<file path="src/sv/tqa_pkg.sv">
package tqa_pkg;

	localparam int TQA_DATA_WIDTH = 32;
	localparam logic [31:0] SCALE_RESET = 32'd281475;

	localparam logic [2:0] REG_E_X = 3'd0;
	localparam logic [2:0] REG_E_Y = 3'd1;
	localparam logic [2:0] REG_E_Z = 3'd2;
	localparam logic [2:0] REG_B_X = 3'd3;
	localparam logic [2:0] REG_B_Y = 3'd4;
	localparam logic [2:0] REG_B_Z = 3'd5;
	localparam logic [2:0] REG_SCALE = 3'd6;

	localparam logic [4:0] SRC_IA0 = 5'd0;
	localparam logic [4:0] SRC_IB0 = 5'd3;
	localparam logic [4:0] SRC_CM0 = 5'd6;
	localparam logic [4:0] SRC_CV0 = 5'd9;
	localparam logic [4:0] SRC_DS0 = 5'd12;
	localparam logic [4:0] SRC_CP0 = 5'd15;
	localparam logic [4:0] SRC_E0 = 5'd18;
	localparam logic [4:0] SRC_B0 = 5'd21;
	localparam logic [4:0] SRC_LF0 = 5'd24;
	localparam logic [4:0] SRC_IQ = 5'd27;
	localparam logic [4:0] SRC_HQ = 5'd28;
	localparam logic [4:0] SRC_X = 5'd29;
	localparam logic [4:0] SRC_SC = 5'd30;

	localparam logic [3:0] ACT_HOLD = 4'd0;
	localparam logic [3:0] ACT_FT = 4'd1;
	localparam logic [3:0] ACT_CM = 4'd2;
	localparam logic [3:0] ACT_CV = 4'd3;
	localparam logic [3:0] ACT_LF = 4'd4;
	localparam logic [3:0] ACT_X = 4'd5;
	localparam logic [3:0] ACT_RE = 4'd6;
	localparam logic [3:0] ACT_RM = 4'd7;
	localparam logic [3:0] ACT_RL = 4'd8;

	localparam logic [5:0] PC_BEAT0 = 6'd0;
	localparam logic [5:0] PC_B0_END = 6'd8;
	localparam logic [5:0] PC_BEAT1 = 6'd9;
	localparam logic [5:0] PC_B1_END = 6'd11;
	localparam logic [5:0] PC_TERMS = 6'd18;
	localparam logic [5:0] PC_END = 6'd41;

	localparam logic signed [63:0] SAT_MAX = 64'sh7fff_ffff_ffff_ffff;
	localparam logic signed [63:0] SAT_MIN = 64'sh8000_0000_0000_0000;

	typedef struct packed {
		logic              func;
		logic signed [31:0] vec_a_x;
		logic signed [31:0] vec_a_y;
		logic signed [31:0] vec_a_z;
		logic signed [31:0] vec_b_x;
		logic signed [31:0] vec_b_y;
		logic signed [31:0] vec_b_z;
		logic signed [31:0] charge;
		logic              last_atom;
	} in_t;

	typedef struct packed {
		logic signed [63:0] torque_x;
		logic signed [63:0] torque_y;
		logic signed [63:0] torque_z;
	} out_t;

	typedef struct packed {
		logic [4:0] sel_a;
		logic [4:0] sel_b;
		logic [3:0] act;
		logic [1:0] idx;
	} step_t;

	typedef struct packed {
		logic  load;
		logic  start;
		logic  wb;
		logic  finish;
		step_t step;
	} cmd_t;

	typedef struct packed {
		logic mul_done;
	} stat_t;

	function automatic logic signed [63:0] sat113(input logic signed [112:0] v);
		if (v[112:63] == {50{v[63]}})
			return v[63:0];
		return v[112] ? SAT_MIN : SAT_MAX;
	endfunction

	function automatic logic signed [63:0] sat80(input logic signed [79:0] v);
		if (v[79:63] == {17{v[63]}})
			return v[63:0];
		return v[79] ? SAT_MIN : SAT_MAX;
	endfunction

	function automatic logic signed [63:0] sat_add(input logic signed [63:0] a,
		input logic signed [63:0] b);
		logic signed [64:0] s;
		s = {a[63], a} + {b[63], b};
		if (s[64] != s[63])
			return s[64] ? SAT_MIN : SAT_MAX;
		return s[63:0];
	endfunction

	function automatic logic [4:0] src(input logic [4:0] base, input logic [1:0] i);
		return base + {3'd0, i};
	endfunction

	// operation sequence: position beat, velocity beat, then end of molecule
	function automatic step_t prog_step(input logic [5:0] pc);
		step_t s;
		logic [4:0] off;
		logic [1:0] i, j, k;
		off = 5'(pc - PC_TERMS);
		i = off[4:3];
		unique case (i)
			2'd0: begin j = 2'd1; k = 2'd2; end
			2'd1: begin j = 2'd2; k = 2'd0; end
			default: begin j = 2'd0; k = 2'd1; end
		endcase
		s = '{SRC_X, SRC_SC, ACT_HOLD, 2'd0};
		if (pc < PC_TERMS) begin
			unique case (pc)
				6'd0: s = '{src(SRC_IA0, 2'd1), src(SRC_IB0, 2'd2), ACT_HOLD, 2'd0};
				6'd1: s = '{src(SRC_IA0, 2'd2), src(SRC_IB0, 2'd1), ACT_FT, 2'd0};
				6'd2: s = '{src(SRC_IA0, 2'd2), src(SRC_IB0, 2'd0), ACT_HOLD, 2'd0};
				6'd3: s = '{src(SRC_IA0, 2'd0), src(SRC_IB0, 2'd2), ACT_FT, 2'd1};
				6'd4: s = '{src(SRC_IA0, 2'd0), src(SRC_IB0, 2'd1), ACT_HOLD, 2'd0};
				6'd5: s = '{src(SRC_IA0, 2'd1), src(SRC_IB0, 2'd0), ACT_FT, 2'd2};
				6'd6: s = '{SRC_IQ, src(SRC_IA0, 2'd0), ACT_CM, 2'd0};
				6'd7: s = '{SRC_IQ, src(SRC_IA0, 2'd1), ACT_CM, 2'd1};
				6'd8: s = '{SRC_IQ, src(SRC_IA0, 2'd2), ACT_CM, 2'd2};
				6'd9: s = '{SRC_HQ, src(SRC_IA0, 2'd0), ACT_CV, 2'd0};
				6'd10: s = '{SRC_HQ, src(SRC_IA0, 2'd1), ACT_CV, 2'd1};
				6'd11: s = '{SRC_HQ, src(SRC_IA0, 2'd2), ACT_CV, 2'd2};
				6'd12: s = '{src(SRC_CV0, 2'd1), src(SRC_B0, 2'd2), ACT_HOLD, 2'd0};
				6'd13: s = '{src(SRC_CV0, 2'd2), src(SRC_B0, 2'd1), ACT_LF, 2'd0};
				6'd14: s = '{src(SRC_CV0, 2'd2), src(SRC_B0, 2'd0), ACT_HOLD, 2'd0};
				6'd15: s = '{src(SRC_CV0, 2'd0), src(SRC_B0, 2'd2), ACT_LF, 2'd1};
				6'd16: s = '{src(SRC_CV0, 2'd0), src(SRC_B0, 2'd1), ACT_HOLD, 2'd0};
				default: s = '{src(SRC_CV0, 2'd1), src(SRC_B0, 2'd0), ACT_LF, 2'd2};
			endcase
		end else begin
			unique case (off[2:0])
				3'd0: s = '{src(SRC_CM0, j), src(SRC_E0, k), ACT_HOLD, i};
				3'd1: s = '{src(SRC_CM0, k), src(SRC_E0, j), ACT_X, i};
				3'd2: s = '{SRC_X, SRC_SC, ACT_RE, i};
				3'd3: s = '{src(SRC_DS0, j), src(SRC_B0, k), ACT_HOLD, i};
				3'd4: s = '{src(SRC_DS0, k), src(SRC_B0, j), ACT_RM, i};
				3'd5: s = '{src(SRC_CP0, j), src(SRC_LF0, k), ACT_HOLD, i};
				3'd6: s = '{src(SRC_CP0, k), src(SRC_LF0, j), ACT_X, i};
				default: s = '{SRC_X, SRC_SC, ACT_RL, i};
			endcase
		end
		return s;
	endfunction

endpackage

</file>
<file path="src/sv/tqa_ctrl.sv">
module tqa_ctrl (
	input  logic           clk,
	input  logic           arst_n,
	input  logic           in_valid,
	input  logic           func,
	input  logic           last_atom,
	input  logic           out_stall,
	input  tqa_pkg::stat_t stat,
	output tqa_pkg::cmd_t  cmd,
	output logic           in_stall,
	output logic           out_valid
);
	import tqa_pkg::*;

	localparam logic [1:0] ST_IDLE = 2'd0;
	localparam logic [1:0] ST_ISSUE = 2'd1;
	localparam logic [1:0] ST_WAIT = 2'd2;
	localparam logic [1:0] ST_FLUSH = 2'd3;

	logic [1:0] state_q;
	logic [5:0] pc_q;
	logic last_q, out_valid_q;
	logic accept, finish;

	assign accept = (state_q == ST_IDLE) && in_valid;
	assign finish = (state_q == ST_FLUSH) && (!out_valid_q || !out_stall);

	always_comb begin
		cmd.load = accept;
		cmd.start = (state_q == ST_ISSUE);
		cmd.wb = (state_q == ST_WAIT) && stat.mul_done;
		cmd.finish = finish;
		cmd.step = prog_step(pc_q);
	end

	always_ff @(posedge clk or negedge arst_n) begin
		if (!arst_n) begin
			state_q <= ST_IDLE;
			pc_q <= PC_BEAT0;
			last_q <= 1'b0;
			out_valid_q <= 1'b0;
		end else begin
			if (finish)
				out_valid_q <= 1'b1;
			else if (!out_stall)
				out_valid_q <= 1'b0;
			unique case (state_q)
				ST_IDLE: begin
					if (accept) begin
						pc_q <= func ? PC_BEAT1 : PC_BEAT0;
						last_q <= func & last_atom;
						state_q <= ST_ISSUE;
					end
				end
				ST_ISSUE: state_q <= ST_WAIT;
				ST_WAIT: begin
					if (stat.mul_done) begin
						if (pc_q == PC_B0_END || (pc_q == PC_B1_END && !last_q))
							state_q <= ST_IDLE;
						else if (pc_q == PC_END)
							state_q <= ST_FLUSH;
						else begin
							pc_q <= pc_q + 6'd1;
							state_q <= ST_ISSUE;
						end
					end
				end
				default: begin
					if (finish)
						state_q <= ST_IDLE;
				end
			endcase
		end
	end

	assign in_stall = (state_q != ST_IDLE);
	assign out_valid = out_valid_q;
endmodule

</file>
<file path="config.mk">
export PLATFORM = sky130hd
export DESIGN_NAME = tqa_ctrl
export DESIGN_NICKNAME = d
export VERILOG_FILES = /design/src/sv/tqa_pkg.sv /design/src/sv/tqa_ctrl.sv
export SDC_FILE = /design/constraint.sdc
export NUM_CORES = 1
export LEC_CHECK = 0
export BUFFER_PORTS_ARGS = -buffer_cell sky130_fd_sc_hd__buf_2
export CORE_MARGIN = 5
export CORE_UTILIZATION = 50
export DETAILED_ROUTE_END_ITERATION = 8
export GPL_TIMING_DRIVEN = 1
export HOLD_SLACK_MARGIN = 0.05
export PLACE_DENSITY_LB_ADDON = 0.05
export SYNTH_ARGS = -nofsm -noshare
export SYNTH_HDL_FRONTEND = slang
export SYNTH_SLANG_ARGS = --single-unit
</file>
<file path="constraint.sdc">
create_clock -name clk -period 5 [get_ports clk]
set_input_delay 0 -clock clk [delete_from_list [all_inputs] [get_ports clk]]
set_output_delay 0 -clock clk [all_outputs]
set_load 0.02 [all_outputs]
</file>
Word level (Yosys, flattened, before mapping)
Memory sizes are Yosys's and may differ from the RTL's.
Index checks and enable logic that the tools add are counted.

storage, ports and cells
  RAM bits = 0
  word-level logic and storage cells = 76
  latch bits = 0
  memories = 1
  output and inout port bits = 22
  register bits = 10
  memory bits (read-only) = 448
  input port bits = 7

memories
  memory           depth  width  rd ports  clocked after memory_dff  write ports  line            source
  (no name shown)  32     14     1         0                         0            tqa_pkg.sv:124  unique case (pc)

cells by class
  $lt $le $gt $ge = 1
  add/subtract/negate cells = 14
  shift operators = 0
  eq/ne operators = 18
  multiplexer cells = 19
  bitwise logic cells = 1
  reductions and logical operators = 18
  multipliers = 0
  div/mod/pow operators = 0

operator list
  operator               count
  $pmux W16 S7           1
  $mux W16               2
  $mux W6                4
  $add A4 B2 Y5 const A  4
  $add A5 B2 Y5 const A  4
  $eq A6 B4 Y1 const B   2
  $pmux W6 S2            1
  $add A4 B3 Y5 const A  2
  $mux W2                5
  $eq A3 B3 Y1 const B   3
  $add A3 B2 Y4 const A  2
  $ne A2 B2 Y1 const B   4
  $pmux W2 S2            2
  $add A6 B1 Y6 const B  1
  $eq A3 B2 Y1 const B   2
  $eq A6 B6 Y1 const B   1
  $lt A6 B5 Y1 const B   1
  $pmux W2 S3            1
  $reduce_and A5 Y1      1
  $sub A5 B5 Y5 const B  1
  $eq A2 B1 Y1 const B   2
  $eq A2 B2 Y1 const B   2
  $logic_and A1 B1 Y1    4
  $logic_not A2 Y1       2
  12 further kinds       17

Depth between registers and ports, before layout
Gate-level depths: netlist of run 1.

  depth in word-level cells = 6
  mapped depth = 12
  mapped depth without buffers = 10

Worst setup path after synthesis of run 1
OpenSTA, ideal clock, no wires.

  kind = register -> output
  from = register pc_q[1]
  to = output cmd[12] (netlist name)
  data required time = 5.000 ns
  stages on the path, launching flop included = 11
  arrival time = 2.719 ns
  setup slack = 2.281 ns
  path buffers = 1
  cell sequence = dfrtp_1 buf_2 inv_1 ha_1 xor2_1 xnor2_1 nand2_1 ha_1 nor3_1 nor3_1 a211oi_1

RTL lines
  item                    line            source
  from (decl)             tqa_ctrl.sv:21  logic [5:0] pc_q;
  from (signal assigned)  tqa_ctrl.sv:50  pc_q <= func ? PC_BEAT1 : PC_BEAT0;
  from (signal assigned)  tqa_ctrl.sv:63  pc_q <= pc_q + 6'd1;
  to (decl)               tqa_ctrl.sv:9   output tqa_pkg::cmd_t cmd,

==> results.cfg, run 1 <==
[outcome]
status = completed

[routing]
wl_um = 4700
drtIter0Drc = 268
vias_per_cell = 6.27
drt_pre_antenna_iters = 4
ant_nets = 0
wl_per_cell_um = 16.3
drc = 0
vias = 1813

[sta]
max_freq_mhz = 288
slew_headroom_pct = 46.3
rsz0062_at_grt = no
clock_skew_ns = 0.00301
setup_viol = 0
slew_viol_final = 0
tightest_slew_ns = 0.806
holdWs_ns = 0.123
finalHoldViolCount = 0
finalCritPeriodShare_pct = 69.4
min_period_ns = 3.47
finalSetupTns_ns = 0

[finish]
finalNetCount = 264
fill_cells = 304
seq_area_sq_um = 250
multi_input_area_sq_um = 1200
area_delta_synth_final_pct = 9.33
n_antenna_cell = 0
post-route-util_pct = 57.2
drive_above_1_share_pct = 15.5

[pwr]
power_density_nw_per_um2 = 761
power.total_mw = 1.33
p_int_mw = 0.528
vdd_drop_max_mv = 0.484
switching_power_mw = 0.801
p_seq_share_pct = 15.3
clkPwrFrac_pct = 3.9
p_leak_nw = 0.773
p_comb_share_pct = 80.8
swShare_pct = 60.3

[setup_path]
cp_num_buf_inv = 2
setup.worst_path.start = pc_q[2]$_DFFE_PN0P_
arrival_ns = 3.47
path_max_fanout = 22
worstPathRequired_ns = 5.00
r2r_setup_slack_ns = 2.48
path_class = flop to primary output
reg2reg_to = pc_q[1]$_DFFE_PN0P_
worstPathCellList = inv_1 > ha_1 > nand2b_1 > xnor2_1 > nand2_1 > ha_1 > nor3_1 > nor3_1 > a211oi_1 > buf_2
startpoint_type = flop
cp-end-kind = primary output
crit_family = adder cells
endpoint = cmd[12]
r2r-start = pc_q[1]$_DFFE_PN0P_
path_depth = 10
r2r_cells = 6
cp_slowest_stage_delay_ns = 0.77
cp_slowest_cell = dfrtp_1

[logic_synthesis]
ys_ff_latch = 10
synth-seq-area-share_pct = 15.7
synth_area_sq_um = 1600
yosysTopAreaCell = dfrtp_1
yosys_warnings = 0
synth.area.top_cells = dfrtp_1, ha_1, nand2_1
syn_area_per_cell_sq_um = 6.88
synth_top_area_share_pct = 15.7
syn_inst = 232
synth.distinct_cells = 52
synthFlopType = dfrtp_1
async_flop_share_pct = 100
syn_nets = 249
synth_edf_count = 0

[floorplan]
coreArea_sq_um = 3050
start_util_pct = 52.3
io_pins = 29
die_h_um = 66.5
die_area_sq_um = 4420
rows = 20
die_w_um = 66.5

[grt]
gr-total-overflow = 0
grtUsageTotal_pct = 22.1
grt_pass1_vias = 1647
antenna_found_initial = 0
grt_pass1_wl_um = 7710
grt_max_degree = 26

[place]
dpl.hpwl_um = 3440
gp_congestion = 0.919
portBuffers = 28

[hold_path]
hp-start = stat
min-delay-path-class = input pin to flop

[clock_tree]
root_buffer = clkbuf_4
cts-buffers-inserted = 3
cts_tree = done
cts_sinks = 10
cts_buffer_depth = 2
h-tree-depth = 1
clk_pin_slew_ns = 0.06
postCtsSetupRepairBufs = 0
clk_latency_ns = 0.25

[flow_run]
cap_violations = 0
-- tightest hold or removal path: stages --
cell	delay, ns
buf_2	0.13
nand2_1	0.06
a21oi_1	0.06
nor2_1	0.08
-- Yosys cell counts (all sizes together) (3+ instances only) --
cell / count
ha: 10
clkbuf: 12
buf: 10
o21ai: 19
nor2: 22
dfrtp: 10
nand2b: 6
o22ai: 5
nor4: 3
xnor2: 3
nor3: 7
nand3: 5
nand2: 28
a21oi: 20
a31oi: 5
o211ai: 3
inv: 11
nor2b: 10
a211oi: 5
-- cell usage in the layout (no fill, tap or decap), types with 3 or more instances in the layout --
cell,Yosys,routed
o21ai_0,18,18
nand2_1,28,28
a211oi_1,5,5
xnor2_1,3,3
nand2b_1,6,6
nor2_1,22,22
nor3_1,6,6
dfrtp_1,10,10
nor2b_1,10,10
clkbuf_4,0,3
o22ai_1,5,5
o211ai_1,3,3
buf_2,6,28
a21oi_1,20,20
ha_1,10,10
dlygate4sd3_1,0,4
inv_1,11,11
a31oi_1,4,4
nand3_1,5,5
nor4_1,3,3
-- registers in the layout, indices dropped and copies added, names as in the netlist --
signal	cells
out_valid	1
last_q	1
pc_q	6
state_q	2
-- metal layers --
layer  global-route usage [%]  wire length (um)  vias up
met5                        0                 0        -
met4                     10.2                64        0
met3                     1.35               332        6
met2                     36.7              2320       87
met1                     29.2              1980      853
li1                         -                 -      867
-- area by class of cell --
type / instances / share of cell area [%]
tap: 44 / 3.15
clock buffer: 3 / 1.29
timing repair buffer: 32 / 10.3
inverter: 11 / 2.37
multi-input combinational: 189 / 68.5
sequential: 10 / 14.3
-- metrics by stage --
stage | setup WS [ns] | cells | cell area (sq um)
floorplan | 2.28 | 232 | 1600
global placement | 1.96 | 282 | 1680
detailed placement | 1.86 | 282 | 1680
CTS | 1.56 | 289 | 1750
global route | 1.25 | 289 | 1750
finish | 1.53 | 289 | 1750
-- worst min path at each step --
stage / end / slack [ns] / cells after the start
floorplan: last_q$_DFFE_PN0P_ / -0.30 / 0
global placement: out_valid$_DFFE_PN0P_ / -0.13 / 1
detailed placement: out_valid$_DFFE_PN0P_ / -0.13 / 1
CTS: pc_q[0]$_DFFE_PN0P_ / 0.11 / 3
global route: pc_q[0]$_DFFE_PN0P_ / 0.13 / 3
finish: state_q[1]$_DFFE_PN0P_ / 0.12 / 4
-- power by group through the flow --
stage	clock network (mW)	registers, mW	logic, mW
final	0.0513	0.204	1.07
after global routing	0.0569	0.215	1.17
after CTS	0.0533	0.202	1.06
after detailed placement	0	0.204	1.05
after global placement	0	0.200	1.03
after floorplan	0	0.137	0.868
-- kinds of logic (layout without fill, tap and decap cells) --
logic type | count (synthesis) | in the layout | share of synthesized area [%]
compound gates | 79 | 79 | 32.2
xor+xnor | 5 | 5 | 3.21
fa+ha+maj | 10 | 10 | 7.84
buf+inv | 33 | 46 | 9.40
flops | 10 | 10 | 15.7
mux | 3 | 3 | 2.66
simple gates | 92 | 92 | 29.0
-- timing repair --
action / CTS / global route
hold buffers: 4 / 0
endpoints found under the hold margin: 13 / 0
gates resized for setup: 0 / 0
(Power assumes the default switching activity.)
==> inputs of run 2 (changes only) <==
Clock period 5 ns to 2.8 ns, I/O delays scaled along.
==> run 2 against run 1 <==
Die area stayed put. Clock-buffer cell count rose by 1. Core utilization up 4.1 points. Non-clock buffer count up 11. First-iteration DRC count fell by 25%. Routed wire length is 3.9% higher. Critical endpoint is now cmd[7]. Hold slack got worse by 0.0050 ns. Combinational power grew 98%.
==> results.cfg, run 2 (synthesis results as in run 1) <==
[routing]
drtIter0Drc = 201
wl_um = 4880
drt_pre_antenna_iters = 5
wl_per_cell_um = 16.2
vias = 1864
drc = 0
ant_nets = 0
vias_per_cell = 6.19

[setup_path]
reg2reg_to = pc_q[1]$_DFFE_PN0P_
worstPathRequired_ns = 2.80
path_max_fanout = 19
startpoint_type = flop
setup.worst_path.start = pc_q[2]$_DFFE_PN0P_
worstPathCellList = inv_1 > ha_2 > buf_4 > inv_1 > nor2_1 > and3_2 > or4b_1 > a31oi_1 > buf_2
arrival_ns = 2.62
cp_slowest_stage_delay_ns = 0.47
r2r_setup_slack_ns = 0.49
cp_slowest_cell = or4b_1
cp_common_cell = inv_1
path_class = flop to primary output
cp-end-kind = primary output
r2r-start = pc_q[1]$_DFFE_PN0P_
r2r_cells = 7

[place]
place_ws_ns = 0.376
gp_congestion = 0.964
dpl.hpwl_um = 3770
place_area_sq_um = 1770
portBuffers = 28

[finish]
n_antenna_cell = 0
final_area_sq_um = 1870
seq_area_sq_um = 253
largest_register_ffs = 6
area_delta_synth_final_pct = 17.2
multi_input_area_sq_um = 1220
post-route-util_pct = 61.3
final_cell_mix = nand2_1, buf_2, nor2_1
drive_above_1_share_pct = 22.6
fill_cells = 292
finalNetCount = 275
top_register = pc_q
reg_top3 = pc_q (6), state_q (2)

[pwr]
power_density_nw_per_um2 = 1360
vdd_drop_max_mv = 0.609
power.total_mw = 2.55
p_leak_nw = 0.834

[sta]
finalCritPeriodShare_pct = 93.6
finalHoldViolCount = 0
slew_headroom_pct = 58.7
clock_skew_ns = 0.00458
max_freq_mhz = 381
finalSetupTns_ns = 0
slew_viol_final = 0
min_period_ns = 2.62
fin_ws_ns = 0.179
tightest_slew_ns = 0.617
rsz0062_at_grt = no
setup_viol = 0

[clock_tree]
clk_pin_slew_ns = 0.07
cts_sinks = 10
root_buffer = clkbuf_4
cts_tree = done
clk_latency_ns = 0.26
cts_buffer_depth = 2
cts-buffers-inserted = 3
h-tree-depth = 1

[floorplan]
coreArea_sq_um = 3050
die_w_um = 66.5
start_util_pct = 52.3
die_h_um = 66.5
io_pins = 29
rows = 20
die_area_sq_um = 4420

[flow_run]
cap_violations = 0

[outcome]
status = completed

[hold_path]
min-delay-path-class = input pin to async pin

[grt]
grt_pass1_vias = 1813
gr-total-overflow = 0
grt_pass1_wl_um = 8420
antenna_found_initial = 0
grt_max_degree = 22
grtUsageTotal_pct = 23.8
==> run 2: metrics by stage <==
| stage | std cells | hold WS, ns |
|---|---|---|
| after floorplan | 232 | -0.296 |
| after global placement | 293 | -0.128 |
| after detailed placement | 293 | -0.122 |
| after CTS | 301 | 0.0927 |
| after global routing | 301 | 0.127 |
| final | 301 | 0.118 |
==> run 2: worst max path at each step <==
stage | depth (start not counted) | endpoint | slack (ns)
floorplan | 10 | cmd[12] | 0.08
global placement | 7 | cmd[12] | 0.38
detailed placement | 10 | cmd[12] | 0.38
CTS | 10 | cmd[12] | 0.07
global route | 10 | cmd[12] | 0.008
finish | 9 | cmd[7] | 0.18
==> run 2: cell type report <==
type	instances	area share, %
clock buffers	4	1.94
inverters	11	2.21
multi-input cells	189	65.4
flip-flops and latches	10	13.5
well taps	44	2.94
repair buffers	43	14.0
==> run 2: worst max-delay path, delay by kind of cell, from the launching register on <==
kind / cells / cell delay [ns]
and+or+nand+nor: 3 / 0.78
adders and majority gates: 1 / 0.31
DFF: 1 / 0.38
AOI/OAI and AO/OA: 1 / 0.20
buffers and inverters: 4 / 0.68
==> run 2: per-layer routing <==
layer	GRT usage [%]	vias to the layer above	share of wire (%)
li1	-	898	-
met1	30.7	859	41
met2	42.1	91	50
met3	1.01	16	6.1
met4	8.12	0	2.6
met5	0	-	0
==> run 2: where the power goes <==
group          internal (mW)  switching [mW]
Combinational          0.802            1.31
Clock                 0.0789          0.0515
Sequential             0.200           0.106
==> run 2: repair_timing <==
| item | 4_1_cts | 5_1_grt |
|---|---|---|
| hold endpoints to repair | 12 | 0 |
| endpoints found under the setup margin | 0 | 4 |
| setup buffers | 0 | 0 |
| gates resized for setup | 0 | 10 |
| hold buffers | 4 | 0 |
